--- src/hw/rtl/rrc_si_pkg.sv ---
// Shared types, constants and the RRC tap table for the symbol interpolator.
package rrc_si_pkg;

  localparam int unsigned DEF_TAP_COUNT = 81;
  localparam int unsigned DEF_UPSAMPLE  = 10;

  localparam int unsigned SYM_W      = 3;
  localparam int unsigned SAMPLE_W   = 12;
  localparam int unsigned TAP_W      = 16;
  localparam int unsigned TERM_W     = 19;
  localparam int unsigned GAIN_W     = 20;
  localparam int unsigned FRAC_SHIFT = 23;
  localparam int unsigned CFG_IDX_W  = 2;
  localparam int unsigned CFG_DATA_W = 12;
  localparam int unsigned TAP_IDX_W  = 8;
  localparam int unsigned ROM_LEN    = 81;
  localparam int unsigned ROM_MID    = 40;
  localparam int unsigned HALF_IDX_W = 6;

  // sqrt(10) * 448 in units of 2^-8
  localparam logic signed [GAIN_W-1:0] GAIN = 20'sd362673;
  localparam logic [SAMPLE_W-1:0] MID_RESET = 12'd2048;

  typedef enum logic [CFG_IDX_W-1:0] {
    CFG_INVERT_PHASE = 2'd0,
    CFG_MID_LEVEL    = 2'd1
  } cfg_reg_e;

  typedef enum logic [2:0] {
    S_IDLE,
    S_MAC,
    S_DRAIN,
    S_SCALE,
    S_ROUND
  } state_e;

  typedef struct packed {
    logic                    hist_load;
    logic                    mac_step;
    logic                    acc_clr;
    logic                    acc_add;
    logic                    scale;
    logic                    out_load;
    logic                    out_last;
    logic signed [TAP_W-1:0] tap;
  } ctrl_t;

  // First half of the symmetric Q1.15 RRC response, through the center tap
  localparam logic signed [TAP_W-1:0] RRC_HALF [ROM_MID+1] = '{
    -16'sd105, -16'sd96, -16'sd64, -16'sd12, 16'sd51, 16'sd111, 16'sd156, 16'sd174,
    16'sd158, 16'sd108, 16'sd31, -16'sd57, -16'sd139, -16'sd193, -16'sd202, -16'sd155,
    -16'sd56, 16'sd83, 16'sd236, 16'sd368, 16'sd440, 16'sd417, 16'sd277, 16'sd14,
    -16'sd352, -16'sd777, -16'sd1196, -16'sd1524, -16'sd1670, -16'sd1551, -16'sd1100,
    -16'sd279, 16'sd908, 16'sd2414, 16'sd4151, 16'sd5996, 16'sd7801, 16'sd9412,
    16'sd10684, 16'sd11498, 16'sd11779
  };

  // Tap lookup; indices past the table read as zero
  function automatic logic signed [TAP_W-1:0] rrc_tap(input logic [TAP_IDX_W-1:0] idx);
    logic [TAP_IDX_W-1:0]  mir;
    logic [HALF_IDX_W-1:0] h;
    mir = (idx > TAP_IDX_W'(ROM_MID)) ? TAP_IDX_W'(ROM_LEN - 1) - idx : idx;
    h   = mir[HALF_IDX_W-1:0];
    if (idx >= TAP_IDX_W'(ROM_LEN)) begin
      return '0;
    end
    return RRC_HALF[h];
  endfunction

endpackage

--- src/hw/rtl/rrc_si_ctrl.sv ---
// Sequencer: walks samples and history terms, drives the shared multiplier.
module rrc_si_ctrl #(
  parameter int unsigned TAP_COUNT = rrc_si_pkg::DEF_TAP_COUNT,
  parameter int unsigned UPSAMPLE  = rrc_si_pkg::DEF_UPSAMPLE
) (
  input  logic                clk_i,
  input  logic                rst_ni,
  input  logic                in_valid_i,
  output logic                in_stall_o,
  input  logic                out_free_i,
  output rrc_si_pkg::ctrl_t   ctrl_o
);

  localparam int unsigned HIST_LEN = (TAP_COUNT - 1) / UPSAMPLE + 1;
  localparam int unsigned M_W      = (HIST_LEN > 1) ? $clog2(HIST_LEN) : 1;
  localparam int unsigned J_W      = $clog2(UPSAMPLE);
  localparam int unsigned IDX_W    = $clog2(TAP_COUNT) + 2;

  rrc_si_pkg::state_e state_q, state_d;
  logic [M_W-1:0]          m_q, m_d;
  logic [J_W-1:0]          j_q, j_d;
  logic signed [IDX_W-1:0] idx_q, idx_d;
  logic                    in_fire;
  logic                    term_last;
  logic                    sample_last;

  assign in_fire     = (state_q == rrc_si_pkg::S_IDLE) && in_valid_i;
  assign term_last   = (m_q == M_W'(HIST_LEN - 1));
  assign sample_last = (j_q == J_W'(UPSAMPLE - 1));
  assign in_stall_o  = (state_q != rrc_si_pkg::S_IDLE);

  always_comb begin
    state_d = state_q;
    unique case (state_q)
      rrc_si_pkg::S_IDLE: begin
        if (in_valid_i) state_d = rrc_si_pkg::S_MAC;
      end
      rrc_si_pkg::S_MAC: begin
        if (term_last) state_d = rrc_si_pkg::S_DRAIN;
      end
      rrc_si_pkg::S_DRAIN: state_d = rrc_si_pkg::S_SCALE;
      rrc_si_pkg::S_SCALE: state_d = rrc_si_pkg::S_ROUND;
      rrc_si_pkg::S_ROUND: begin
        if (out_free_i) begin
          state_d = sample_last ? rrc_si_pkg::S_IDLE : rrc_si_pkg::S_MAC;
        end
      end
      default: state_d = rrc_si_pkg::S_IDLE;
    endcase
  end

  always_comb begin
    ctrl_o           = '0;
    ctrl_o.hist_load = in_fire;
    ctrl_o.out_last  = sample_last;
    if (idx_q[IDX_W-1]) begin
      ctrl_o.tap = '0;
    end else begin
      ctrl_o.tap = rrc_si_pkg::rrc_tap(rrc_si_pkg::TAP_IDX_W'(idx_q));
    end
    unique case (state_q)
      rrc_si_pkg::S_IDLE:  ctrl_o.acc_clr = 1'b1;
      rrc_si_pkg::S_MAC: begin
        ctrl_o.mac_step = 1'b1;
        ctrl_o.acc_add  = (m_q != '0);
      end
      rrc_si_pkg::S_DRAIN: ctrl_o.acc_add = 1'b1;
      rrc_si_pkg::S_SCALE: ctrl_o.scale = 1'b1;
      rrc_si_pkg::S_ROUND: begin
        ctrl_o.acc_clr  = 1'b1;
        ctrl_o.out_load = out_free_i;
      end
      default: ctrl_o.acc_clr = 1'b1;
    endcase
  end

  always_comb begin
    m_d   = m_q;
    j_d   = j_q;
    idx_d = idx_q;
    if (in_fire) begin
      m_d   = '0;
      j_d   = '0;
      idx_d = IDX_W'(TAP_COUNT - 1);
    end else if (state_q == rrc_si_pkg::S_MAC) begin
      m_d   = m_q + M_W'(1);
      idx_d = idx_q - IDX_W'(UPSAMPLE);
    end else if ((state_q == rrc_si_pkg::S_ROUND) && out_free_i && !sample_last) begin
      // advance to the next sample of this symbol
      m_d   = '0;
      j_d   = j_q + J_W'(1);
      idx_d = IDX_W'(TAP_COUNT - 2) - IDX_W'(j_q);
    end
  end

  always_ff @(posedge clk_i or negedge rst_ni) begin
    if (!rst_ni) begin
      state_q <= rrc_si_pkg::S_IDLE;
      m_q     <= '0;
      j_q     <= '0;
      idx_q   <= '0;
    end else begin
      state_q <= state_d;
      m_q     <= m_d;
      j_q     <= j_d;
      idx_q   <= idx_d;
    end
  end

endmodule

--- src/hw/rtl/rrc_si_mac.sv ---
// Datapath: symbol history, shared multiplier, accumulator and output saturation.
module rrc_si_mac #(
  parameter int unsigned TAP_COUNT = rrc_si_pkg::DEF_TAP_COUNT,
  parameter int unsigned UPSAMPLE  = rrc_si_pkg::DEF_UPSAMPLE
) (
  input  logic                                     clk_i,
  input  logic                                     rst_ni,
  input  rrc_si_pkg::ctrl_t                        ctrl_i,
  input  logic                                     invert_phase_i,
  input  logic [rrc_si_pkg::SAMPLE_W-1:0]          mid_level_i,
  input  logic signed [rrc_si_pkg::SYM_W-1:0]      symbol_i,
  output logic [rrc_si_pkg::SAMPLE_W-1:0]          sample_o
);

  localparam int unsigned SYM_W    = rrc_si_pkg::SYM_W;
  localparam int unsigned SAMPLE_W = rrc_si_pkg::SAMPLE_W;
  localparam int unsigned GAIN_W   = rrc_si_pkg::GAIN_W;
  localparam int unsigned FRAC     = rrc_si_pkg::FRAC_SHIFT;
  localparam int unsigned HIST_LEN = (TAP_COUNT - 1) / UPSAMPLE + 1;
  localparam int unsigned ACC_W    = rrc_si_pkg::TERM_W + $clog2(HIST_LEN + 1);
  localparam int unsigned P_W      = ACC_W + GAIN_W;
  localparam int unsigned T_W      = P_W + 1;

  logic signed [SYM_W-1:0]  hist_q [HIST_LEN];
  logic signed [SYM_W-1:0]  sym_entry;
  logic signed [ACC_W-1:0]  mul_a;
  logic signed [GAIN_W-1:0] mul_b;
  logic signed [P_W-1:0]    prod_q, prod_d;
  logic signed [ACC_W-1:0]  acc_q, acc_d;
  logic signed [T_W-1:0]    total;

  // Negate unless inverted; the most negative code saturates to +3
  always_comb begin
    if (invert_phase_i) begin
      sym_entry = symbol_i;
    end else if (symbol_i == 3'sb100) begin
      sym_entry = 3'sd3;
    end else begin
      sym_entry = -symbol_i;
    end
  end

  // Shift a new symbol in; rotate once per term so entry 0 walks the history
  always_ff @(posedge clk_i or negedge rst_ni) begin
    if (!rst_ni) begin
      for (int k = 0; k < HIST_LEN; k++) hist_q[k] <= '0;
    end else if (ctrl_i.hist_load) begin
      hist_q[0] <= sym_entry;
      for (int k = 1; k < HIST_LEN; k++) hist_q[k] <= hist_q[k-1];
    end else if (ctrl_i.mac_step) begin
      for (int k = 0; k < HIST_LEN - 1; k++) hist_q[k] <= hist_q[k+1];
      hist_q[HIST_LEN-1] <= hist_q[0];
    end
  end

  always_comb begin
    if (ctrl_i.mac_step) begin
      mul_a = {{(ACC_W - SYM_W){hist_q[0][SYM_W-1]}}, hist_q[0]};
      mul_b = {{(GAIN_W - rrc_si_pkg::TAP_W){ctrl_i.tap[rrc_si_pkg::TAP_W-1]}}, ctrl_i.tap};
    end else begin
      mul_a = acc_q;
      mul_b = rrc_si_pkg::GAIN;
    end
    prod_d = prod_q;
    if (ctrl_i.mac_step || ctrl_i.scale) prod_d = mul_a * mul_b;

    acc_d = acc_q;
    if (ctrl_i.acc_clr) begin
      acc_d = '0;
    end else if (ctrl_i.acc_add) begin
      acc_d = acc_q + prod_q[ACC_W-1:0];
    end
  end

  always_ff @(posedge clk_i) begin
    prod_q <= prod_d;
    acc_q  <= acc_d;
  end

  // Offset, truncate and saturate to the DAC range
  always_comb begin
    total = $signed({prod_q[P_W-1], prod_q})
          + $signed({{(T_W - SAMPLE_W - FRAC){1'b0}}, mid_level_i, {FRAC{1'b0}}});
    if (total[T_W-1]) begin
      sample_o = '0;
    end else if (|total[T_W-2:FRAC+SAMPLE_W]) begin
      sample_o = '1;
    end else begin
      sample_o = total[FRAC+SAMPLE_W-1:FRAC];
    end
  end

endmodule

--- src/hw/rtl/rrc_symbol_interpolator.sv ---
// Top level of the RRC symbol interpolator: config registers and output register.
//
//   channel  | direction | handshake                  | payload
//   symbol   | in        | symbol_valid_i / _stall_o  | symbol_i
//   sample   | out       | sample_valid_o / _stall_i  | sample_o, last_of_symbol_o
//   cfg      | in        | cfg_valid_i / cfg_ready_o  | cfg_index_i, cfg_data_i
//
// For each sample of a symbol, one multiplier serves every history term and then the output gain.
// Reset clears the symbol history and sets invert_phase to 0, mid_level to 2048.
// A stalled sample waits in the output register while the next sample is computed;
// the sequencer holds only when that next sample is ready and the register is full and still stalled.
module rrc_symbol_interpolator #(
  parameter int unsigned TAP_COUNT = rrc_si_pkg::DEF_TAP_COUNT,
  parameter int unsigned UPSAMPLE  = rrc_si_pkg::DEF_UPSAMPLE
) (
  input  logic                                    clk_i,
  input  logic                                    rst_ni,
  input  logic                                    symbol_valid_i,
  output logic                                    symbol_stall_o,
  input  logic signed [rrc_si_pkg::SYM_W-1:0]     symbol_i,
  output logic                                    sample_valid_o,
  input  logic                                    sample_stall_i,
  output logic [rrc_si_pkg::SAMPLE_W-1:0]         sample_o,
  output logic                                    last_of_symbol_o,
  input  logic                                    cfg_valid_i,
  output logic                                    cfg_ready_o,
  input  logic [rrc_si_pkg::CFG_IDX_W-1:0]        cfg_index_i,
  input  logic [rrc_si_pkg::CFG_DATA_W-1:0]       cfg_data_i
);

  rrc_si_pkg::ctrl_t                ctrl;
  logic                             out_free;
  logic                             invert_q, invert_d;
  logic [rrc_si_pkg::SAMPLE_W-1:0]  mid_q, mid_d;
  logic [rrc_si_pkg::SAMPLE_W-1:0]  sample_w;
  logic                             out_valid_q, out_valid_d;
  logic [rrc_si_pkg::SAMPLE_W-1:0]  sample_q;
  logic                             last_q;

  assign cfg_ready_o = 1'b1;
  assign out_free    = !out_valid_q || !sample_stall_i;

  rrc_si_ctrl #(
    .TAP_COUNT (TAP_COUNT),
    .UPSAMPLE  (UPSAMPLE)
  ) u_ctrl (
    .clk_i      (clk_i),
    .rst_ni     (rst_ni),
    .in_valid_i (symbol_valid_i),
    .in_stall_o (symbol_stall_o),
    .out_free_i (out_free),
    .ctrl_o     (ctrl)
  );

  rrc_si_mac #(
    .TAP_COUNT (TAP_COUNT),
    .UPSAMPLE  (UPSAMPLE)
  ) u_mac (
    .clk_i          (clk_i),
    .rst_ni         (rst_ni),
    .ctrl_i         (ctrl),
    .invert_phase_i (invert_q),
    .mid_level_i    (mid_q),
    .symbol_i       (symbol_i),
    .sample_o       (sample_w)
  );

  always_comb begin
    invert_d = invert_q;
    mid_d    = mid_q;
    if (cfg_valid_i && cfg_ready_o) begin
      unique case (rrc_si_pkg::cfg_reg_e'(cfg_index_i))
        rrc_si_pkg::CFG_INVERT_PHASE: invert_d = cfg_data_i[0];
        rrc_si_pkg::CFG_MID_LEVEL:    mid_d    = cfg_data_i[rrc_si_pkg::SAMPLE_W-1:0];
        default: ;
      endcase
    end
  end

  always_comb begin
    out_valid_d = out_valid_q;
    if (ctrl.out_load) begin
      out_valid_d = 1'b1;
    end else if (out_valid_q && !sample_stall_i) begin
      out_valid_d = 1'b0;
    end
  end

  always_ff @(posedge clk_i or negedge rst_ni) begin
    if (!rst_ni) begin
      invert_q    <= 1'b0;
      mid_q       <= rrc_si_pkg::MID_RESET;
      out_valid_q <= 1'b0;
    end else begin
      invert_q    <= invert_d;
      mid_q       <= mid_d;
      out_valid_q <= out_valid_d;
    end
  end

  always_ff @(posedge clk_i) begin
    if (ctrl.out_load) begin
      sample_q <= sample_w;
      last_q   <= ctrl.out_last;
    end
  end

  assign sample_valid_o   = out_valid_q;
  assign sample_o         = sample_q;
  assign last_of_symbol_o = last_q;

endmodule

--- config.mk ---
export PLATFORM = sky130hd
export DESIGN_NAME = rrc_symbol_interpolator
export DESIGN_NICKNAME = d
export VERILOG_FILES = /design/src/hw/rtl/rrc_si_pkg.sv /design/src/hw/rtl/rrc_si_ctrl.sv /design/src/hw/rtl/rrc_si_mac.sv /design/src/hw/rtl/rrc_symbol_interpolator.sv
export SDC_FILE = /design/constraint.sdc
export NUM_CORES = 1
export LEC_CHECK = 0
export BUFFER_PORTS_ARGS = -buffer_cell sky130_fd_sc_hd__buf_2
export CORE_MARGIN = 4
export CORE_UTILIZATION = 60
export DETAILED_ROUTE_END_ITERATION = 10
export PLACE_DENSITY = 0.73
export SLEW_MARGIN = 20
export SYNTH_ARGS = -nofsm -noshare
export SYNTH_HDL_FRONTEND = slang
export SYNTH_SLANG_ARGS = --single-unit
--- constraint.sdc ---
create_clock -name clk_i -period 20.7 [get_ports clk_i]
set_clock_uncertainty 0.15 [all_clocks]
set_input_delay 4.14 -clock clk_i [delete_from_list [all_inputs] [get_ports clk_i]]
set_output_delay 4.14 -clock clk_i [all_outputs]
set_load 0.05 [all_outputs]
* Word level (Yosys, flattened, before mapping)
Memory sizes are Yosys's and may differ from the RTL's.
Cells that the tools add are included.
** Storage, ports and cells
- Bits of input ports :: 22
- Register bits :: 140
- Logic and storage cells :: 104
- Memories kept :: 1
- Bits in read-only memories :: 1024
- Output and inout port bits :: 16
** Memories
- (no name shown) :: words 64, bits a word 16, read ports 1, clocked after Yosys merged registers in 0, wr ports 0, line rrc_si_pkg.sv:67 : return RRC_HALF[h];
** Cells by class
- Mux-type cells :: 35
- Equality and inequality tests :: 12
- Bitwise operators :: 1
- Order comparisons :: 3
- Add/sub/neg operators :: 8
- $mul :: 1
- Reductions and logical operators :: 23
** Operator list (number)
- $mux W16 :: 5
- $mux W27 :: 2
- $add A43 B36 Y44 :: 1
- $mul A23 B20 Y43 :: 1
- $mux W9 :: 3
- $mux W4 :: 6
- $add A23 B23 Y23 :: 1
- $mux W23 :: 1
- $mux W20 :: 1
- $mux W3 :: 5
- $pmux W3 S5 :: 1
- $mux W12 :: 1
- $sub A9 B4 Y9 const B :: 1
- $add A4 B1 Y4 const B :: 2
- $eq A4 B4 Y1 const B :: 2
- $ge A8 B7 Y1 const B :: 1
- $gt A8 B6 Y1 const B :: 1
- $mux W1 :: 8
- $reduce_or A8 Y1 :: 1
- $sub A7 B4 Y8 const A :: 1
- $ge A7 B7 Y1 const B :: 1
- $not A6 Y7 :: 1
- $eq A3 B2 Y1 const B :: 2
- $eq A3 B3 Y1 const B :: 2
- 19 further kinds :: 32

* Depth between registers and ports, before layout
- Depth in word-level cells :: 10
- Depth in mapped cells :: 38
- Gate-level depth less buffers :: 36

* Hierarchy
Synthesis repeated with hierarchy kept, for this count alone.
** Second synthesis, totals
- Cells, all modules :: 2880
- Area total of the unflattened synthesis :: 25772.2 um^2
** Modules (own cells, without submodules)
- rrc_si_mac :: area an instance 22136.2 um^2, instances 1, seq. area each 2427.3 um^2, cells an instance 2473
- rrc_si_ctrl :: area an instance 2650.0 um^2, instances 1, seq. area each 500.5 um^2, cells an instance 360
- rrc_symbol_interpolator :: area an instance 985.9 um^2, instances 1, seq. area each 742.0 um^2, cells an instance 47

* Least setup slack after synthesis
No wires, ideal clock.
- Kind :: register to register
- Start point :: register u_ctrl.state_q[2]
- End point :: register u_mac.prod_q[41] (data pin)
- Required time :: 20.285 ns
- Path slack :: 10.928 ns
- Setup time :: 0.265 ns
- Path buffers :: 4
- Clock period less this slack :: 9.772 ns
- Arrival :: 9.357 ns
- Cell stages (with the launch flop) :: 34
- Cell sequence :: dfrtp_1 > clkbuf_1 > nor2b_1 > clkbuf_1 > nand2_1 > nor2_1 > buf_2 > clkbuf_1 > a21o_1 > nand2_1 > fa_1 > inv_1 > fa_1 > inv_1 > fa_1 > inv_1 > fa_1 > inv_1 > fa_1 > inv_1 > fa_1 > inv_1 > fa_1 > inv_1 > ha_1 > a21o_1 > a21oi_1 > o21a_1 > o31ai_2 > a311oi_2 > o31a_2 > o211ai_1 > nor4b_1 > or3_1
** Between the ends
- Cells in the longest elaborated chain, start to end :: 4
- Elaborated cells on any way between the ends :: 5
- Classes of those cells :: mul: 1; eq/ne: 1; mux: 3
** Ends and longest elaborated chain
- start: declaration :: line rrc_si_ctrl.sv:19 : rrc_si_pkg::state_e state_q, state_d;
- start signal: assignment :: line rrc_si_ctrl.sv:98 : state_q <= rrc_si_pkg::S_IDLE;
- start signal: assignment :: line rrc_si_ctrl.sv:103 : state_q <= state_d;
- $eq A3 B1 Y1 * :: line rrc_si_ctrl.sv:61 : unique case (state_q)
- $mux W1 * :: line rrc_si_ctrl.sv:61
- $mux W23 or $mux W20 (tied branches) :: line rrc_si_mac.sv:57 : if (ctrl_i.mac_step) begin
- $mul A23 B20 Y43 * :: line rrc_si_mac.sv:65 : if (ctrl_i.mac_step || ctrl_i.scale) prod_d = mul_a * mul_b;
- end signal: assignment :: line rrc_si_mac.sv:76 : prod_q <= prod_d;
- end: declaration :: line rrc_si_mac.sv:28 : logic signed [P_W-1:0] prod_q, prod_d;
Every way passes the cells marked *; elsewhere a longest branch is shown, timed or not.
A chain may end at the register's enable or synchronous reset.

* Worst setup path after layout
- Start point :: register u_ctrl.idx_q[0]
- End point :: register u_mac.prod_q[41] (data pin)
** Between the ends
- Cells in the longest elaborated chain, start to end :: 10
- Elaborated cells on any way between the ends :: 14
- Classes of those cells :: add/sub: 1; mul: 1; order compare: 2; mux: 8; bitwise: 1; memory: 1
** Ends and longest elaborated chain
- start: declaration :: line rrc_si_ctrl.sv:22 : logic signed [IDX_W-1:0] idx_q, idx_d;
- start signal: assignment :: line rrc_si_ctrl.sv:106 : idx_q <= idx_d;
- $gt A8 B6 Y1 or $sub A5 B6 Y6 (tied branches) :: line rrc_si_pkg.sv:62 : mir = (idx > TAP_IDX_W'(ROM_MID)) ? TAP_IDX_W'(ROM_LEN - 1) - idx : idx;
- $mux W6 :: line rrc_si_pkg.sv:62
- $not A6 Y7 (implied by the code) :: line rrc_si_pkg.sv:67
- $mem_v2 Z64 W16
- $mux W16 (implied by the code) (2 in series) :: line rrc_si_pkg.sv:67
- $mux W16 * :: line rrc_si_pkg.sv:67
- $mux W16 * :: line rrc_si_ctrl.sv:56 : if (idx_q[IDX_W-1]) begin
- $mux W20 * :: line rrc_si_mac.sv:57
- $mul A23 B20 Y43 * :: line rrc_si_mac.sv:65
Every way passes the cells marked *; elsewhere a longest branch is shown, timed or not. The select of a mux whose other input is x is not followed.

==> flow_summary.yaml <==
flow_run:
  cap_violations: 0
setup_path:
  worstSetupPathType: "flip-flop to flip-flop"
  slowest_delay_ps: 950
  cp_max_fo: 22
  crit_top_cell: "fa_1"
  critPathArrivalTime_ps: 10910
  cp-start-kind: "flip-flop"
  cp-end-kind: "flip-flop"
  slowest_stage: "fa_1"
  crit_required_ps: 20730
logic_synthesis:
  syn-num-nets: 3401
  async_flop_share: 0.4357
  netlist_instances: 2748
  yosysUniqueCellTypes: 90
  yosys_warnings: 0
  synth_area_per_cell_um2: 9.053
  netlist_area_mm2: 0.02488
  synthFlopType: "dfrtp_1"
  seq_area_frac_synth: 0.1475
  ys_ff_latch: 140
  synth_edf_count: 56
sta:
  tns_ps: 0
  rsz0062_at_grt: "no"
  relSlewSlack: 0.2451
  layout_min_cycle_time_ps: 10880
  period_share: 0.5256
  fin_ws_ps: 9820
  finalSetupViolCount: 0
  clock.fmax_ghz: 0.09191
  worst_pin_slew_ps: 1132
  drv_slew: 0
  timing_hold_violations_final: 0
global_routing:
  grt_pass1_vias: 19740
  grt_usage: 0.2981
  grt_max_degree: 62
  grt-ovfl-total: 0
  grt_antenna_before_repair: 1
  grt_pass1_wl_mm: 105.4
clock_network:
  ctsResizeCount: 0
  cts_sinks: 140
  numCtsBuffers: 17
  cts_setup_buffers: 0
  cts-root-buf: "clkbuf_16"
  clockBufferDepth: 2
  htree_num_levels: 4
  clkTransAtPathRegs_ps: 60
  cts_tree: "yes"
  clkLatencyLatePin_ps: 430
  ctsHoldBuffers: 0
finish:
  final_nets: 3384
  multi_input_area_mm2: 0.01821
  n_fill_cell: 3404
  final_layout_size_suffix_gt1_frac: 0.06013
  seq_area_mm2: 0.003670
  synthToLayoutAreaGrowth_pct: 4.974
  antenna_cells: 0
drt:
  drtIter0Drc: 1655
  drt-total-wl_mm: 64.46
  wl_per_cell_um: 19.68
  ant_nets: 0
  drc: 0
  num_vias: 18810
  avgViaCountPerCell: 5.741
  firstDrtPassIters: 6
placed_design:
  pre_cts_ws_ps: 9735
  portBuffers: 36
  gp_congestion: 0.9888
  dp_hpwl_mm: 51.69
floorplanning:
  die_x_um: 211.6
  die_area_mm2: 0.04479
  start_util: 0.6079
  die_h_um: 211.6
  core_region_area_mm2: 0.04092
  rows: 74
  design.portCount: 38
worst_hold_path:
  holdCritPathClass: "flip-flop to flip-flop"
status:
  status: "finished clean"
[worst max-delay path: cells and delay by family, from the launching register on]
kind	cells	cell delay [ps]
flops	1	590
compound gates	6	1430
buf+inv	6	1100
simple gates	5	1550
fa+ha+maj	10	5320
mux	1	130
xor+xnor	1	310
[final cells by class]
class / count / area share
flip-flops and latches: 140 / 0.1405
well taps: 532 / 0.02549
inverters: 692 / 0.09956
clock buffers: 25 / 0.01945
multi-input cells: 1816 / 0.6971
clock inverters: 7 / 0.002923
repair buffers: 64 / 0.01495
[stage by stage]
step	hold slack, ps	area, um2	instances	util
3_3_place_gp	325.3	25510	3244	0.6234
3_5_place_dp	338.1	25510	3244	0.6234
5_1_grt	373.9	26120	3276	0.6381
4_1_cts	348.5	26100	3276	0.6376
6_report	349.1	26120	3276	0.6381
2_1_floorplan	307.5	24880	2748	-
[worst paths after layout]
kind                                              from                          end  slack, ps  depth (start not counted)
max                        u_ctrl.idx_q[0]$_DFFE_PN0P_   u_mac.prod_q[41]$_DFFE_PP_       9820                         29
min                        u_mac.acc_q[0]$_SDFFE_PN0P_  u_mac.acc_q[0]$_SDFFE_PN0P_        350                          2
max reg2reg                u_ctrl.idx_q[0]$_DFFE_PN0P_   u_mac.prod_q[41]$_DFFE_PP_       9820                         29
min reg2reg                u_mac.acc_q[0]$_SDFFE_PN0P_  u_mac.acc_q[0]$_SDFFE_PN0P_        350                          2
max in group asynchronous                       rst_ni         mid_q[1]$_DFFE_PN0P_      16150                          2
min in group asynchronous                       rst_ni   sample_valid_o$_DFFE_PN0P_       3700                          2
[cells by family (layout without fill, tap and decap cells)]
| family | after synthesis | in the layout | share of synthesized area |
|---|---|---|---|
| buf+inv | 792 | 788 | 0.1226 |
| simple gates | 659 | 659 | 0.1182 |
| fa+ha+maj | 631 | 631 | 0.4598 |
| compound gates | 425 | 425 | 0.1139 |
| flops | 140 | 140 | 0.1475 |
| xor+xnor | 79 | 79 | 0.02842 |
| mux | 21 | 21 | 0.009455 |
| other cells | 1 | 1 | 0.0001507 |
[per-layer routing]
layer / part of all wire / vias to the layer above / global-route usage / wire (um)
met5: 0.00020 / - / 0 / 13
met4: 0.039 / 2 / 0.1051 / 2503
met3: 0.084 / 153 / 0.05083 / 5419
met2: 0.46 / 800 / 0.4762 / 29950
met1: 0.41 / 9424 / 0.4175 / 26580
li1: - / 8427 / - / -
[flip-flops by register name, indices dropped and copies added (netlist names)]
name              count
u_ctrl.state_q        3
u_ctrl.m_q            4
invert_q              1
u_ctrl.idx_q          9
u_mac.prod_q         43
u_mac.acc_q          23
mid_q                12
sample_o             12
u_ctrl.j_q            4
u_mac.hist_q         27
last_of_symbol_o      1
sample_valid_o        1
[layout by cell type (no fill, tap or decap), drive strengths merged, types with 11 or more instances in the layout]
cell,count
nand3,34
xor2,19
xnor2,60
o21a,29
a21oi,121
a22oi,21
nand2,272
a21o,61
nor3,25
mux2,17
buf,64
edfxtp,56
a31oi,11
dfrtp,60
fa,472
ha,159
and2,15
nand2b,37
o21ai,84
clkbuf,25
inv,693
dfxtp,23
nor2,209
a211oi,18
and3,23
[synth_stat cells, types with 6 or more instances]
master      n  share of area
a211oi_1   15         0.0045
a21o_1     61          0.018
a21oi_1   117          0.024
a221o_1     6         0.0024
a22oi_1    21         0.0063
a31oi_1     9         0.0023
and2_1     15         0.0038
and3_1     23         0.0058
buf_1       8         0.0012
buf_2      33         0.0066
buf_4       9         0.0027
clkbuf_1   50         0.0075
dfrtp_1    60          0.060
dfxtp_1    23          0.019
edfxtp_1   56          0.068
fa_1      472           0.38
ha_1      159          0.080
inv_1     674           0.10
inv_2      15         0.0023
mux2_2     16         0.0072
nand2_1   271          0.041
nand2b_1   37         0.0093
nand3_1    34         0.0068
nand3b_1    6         0.0018
nand4_1     7         0.0018
nor2_1    204          0.031
nor3_1     23         0.0046
o211ai_1    9         0.0027
o21a_1     28         0.0084
o21ai_0    72          0.014
o21ai_1    11         0.0022
o221ai_1    7         0.0025
o22ai_1     6         0.0015
or3_1       8         0.0020
xnor2_1    58          0.020
xor2_1     19         0.0067
Power is not shown: default switching activity piles up to over one toggle a cycle in this logic, so the estimate is an artifact.
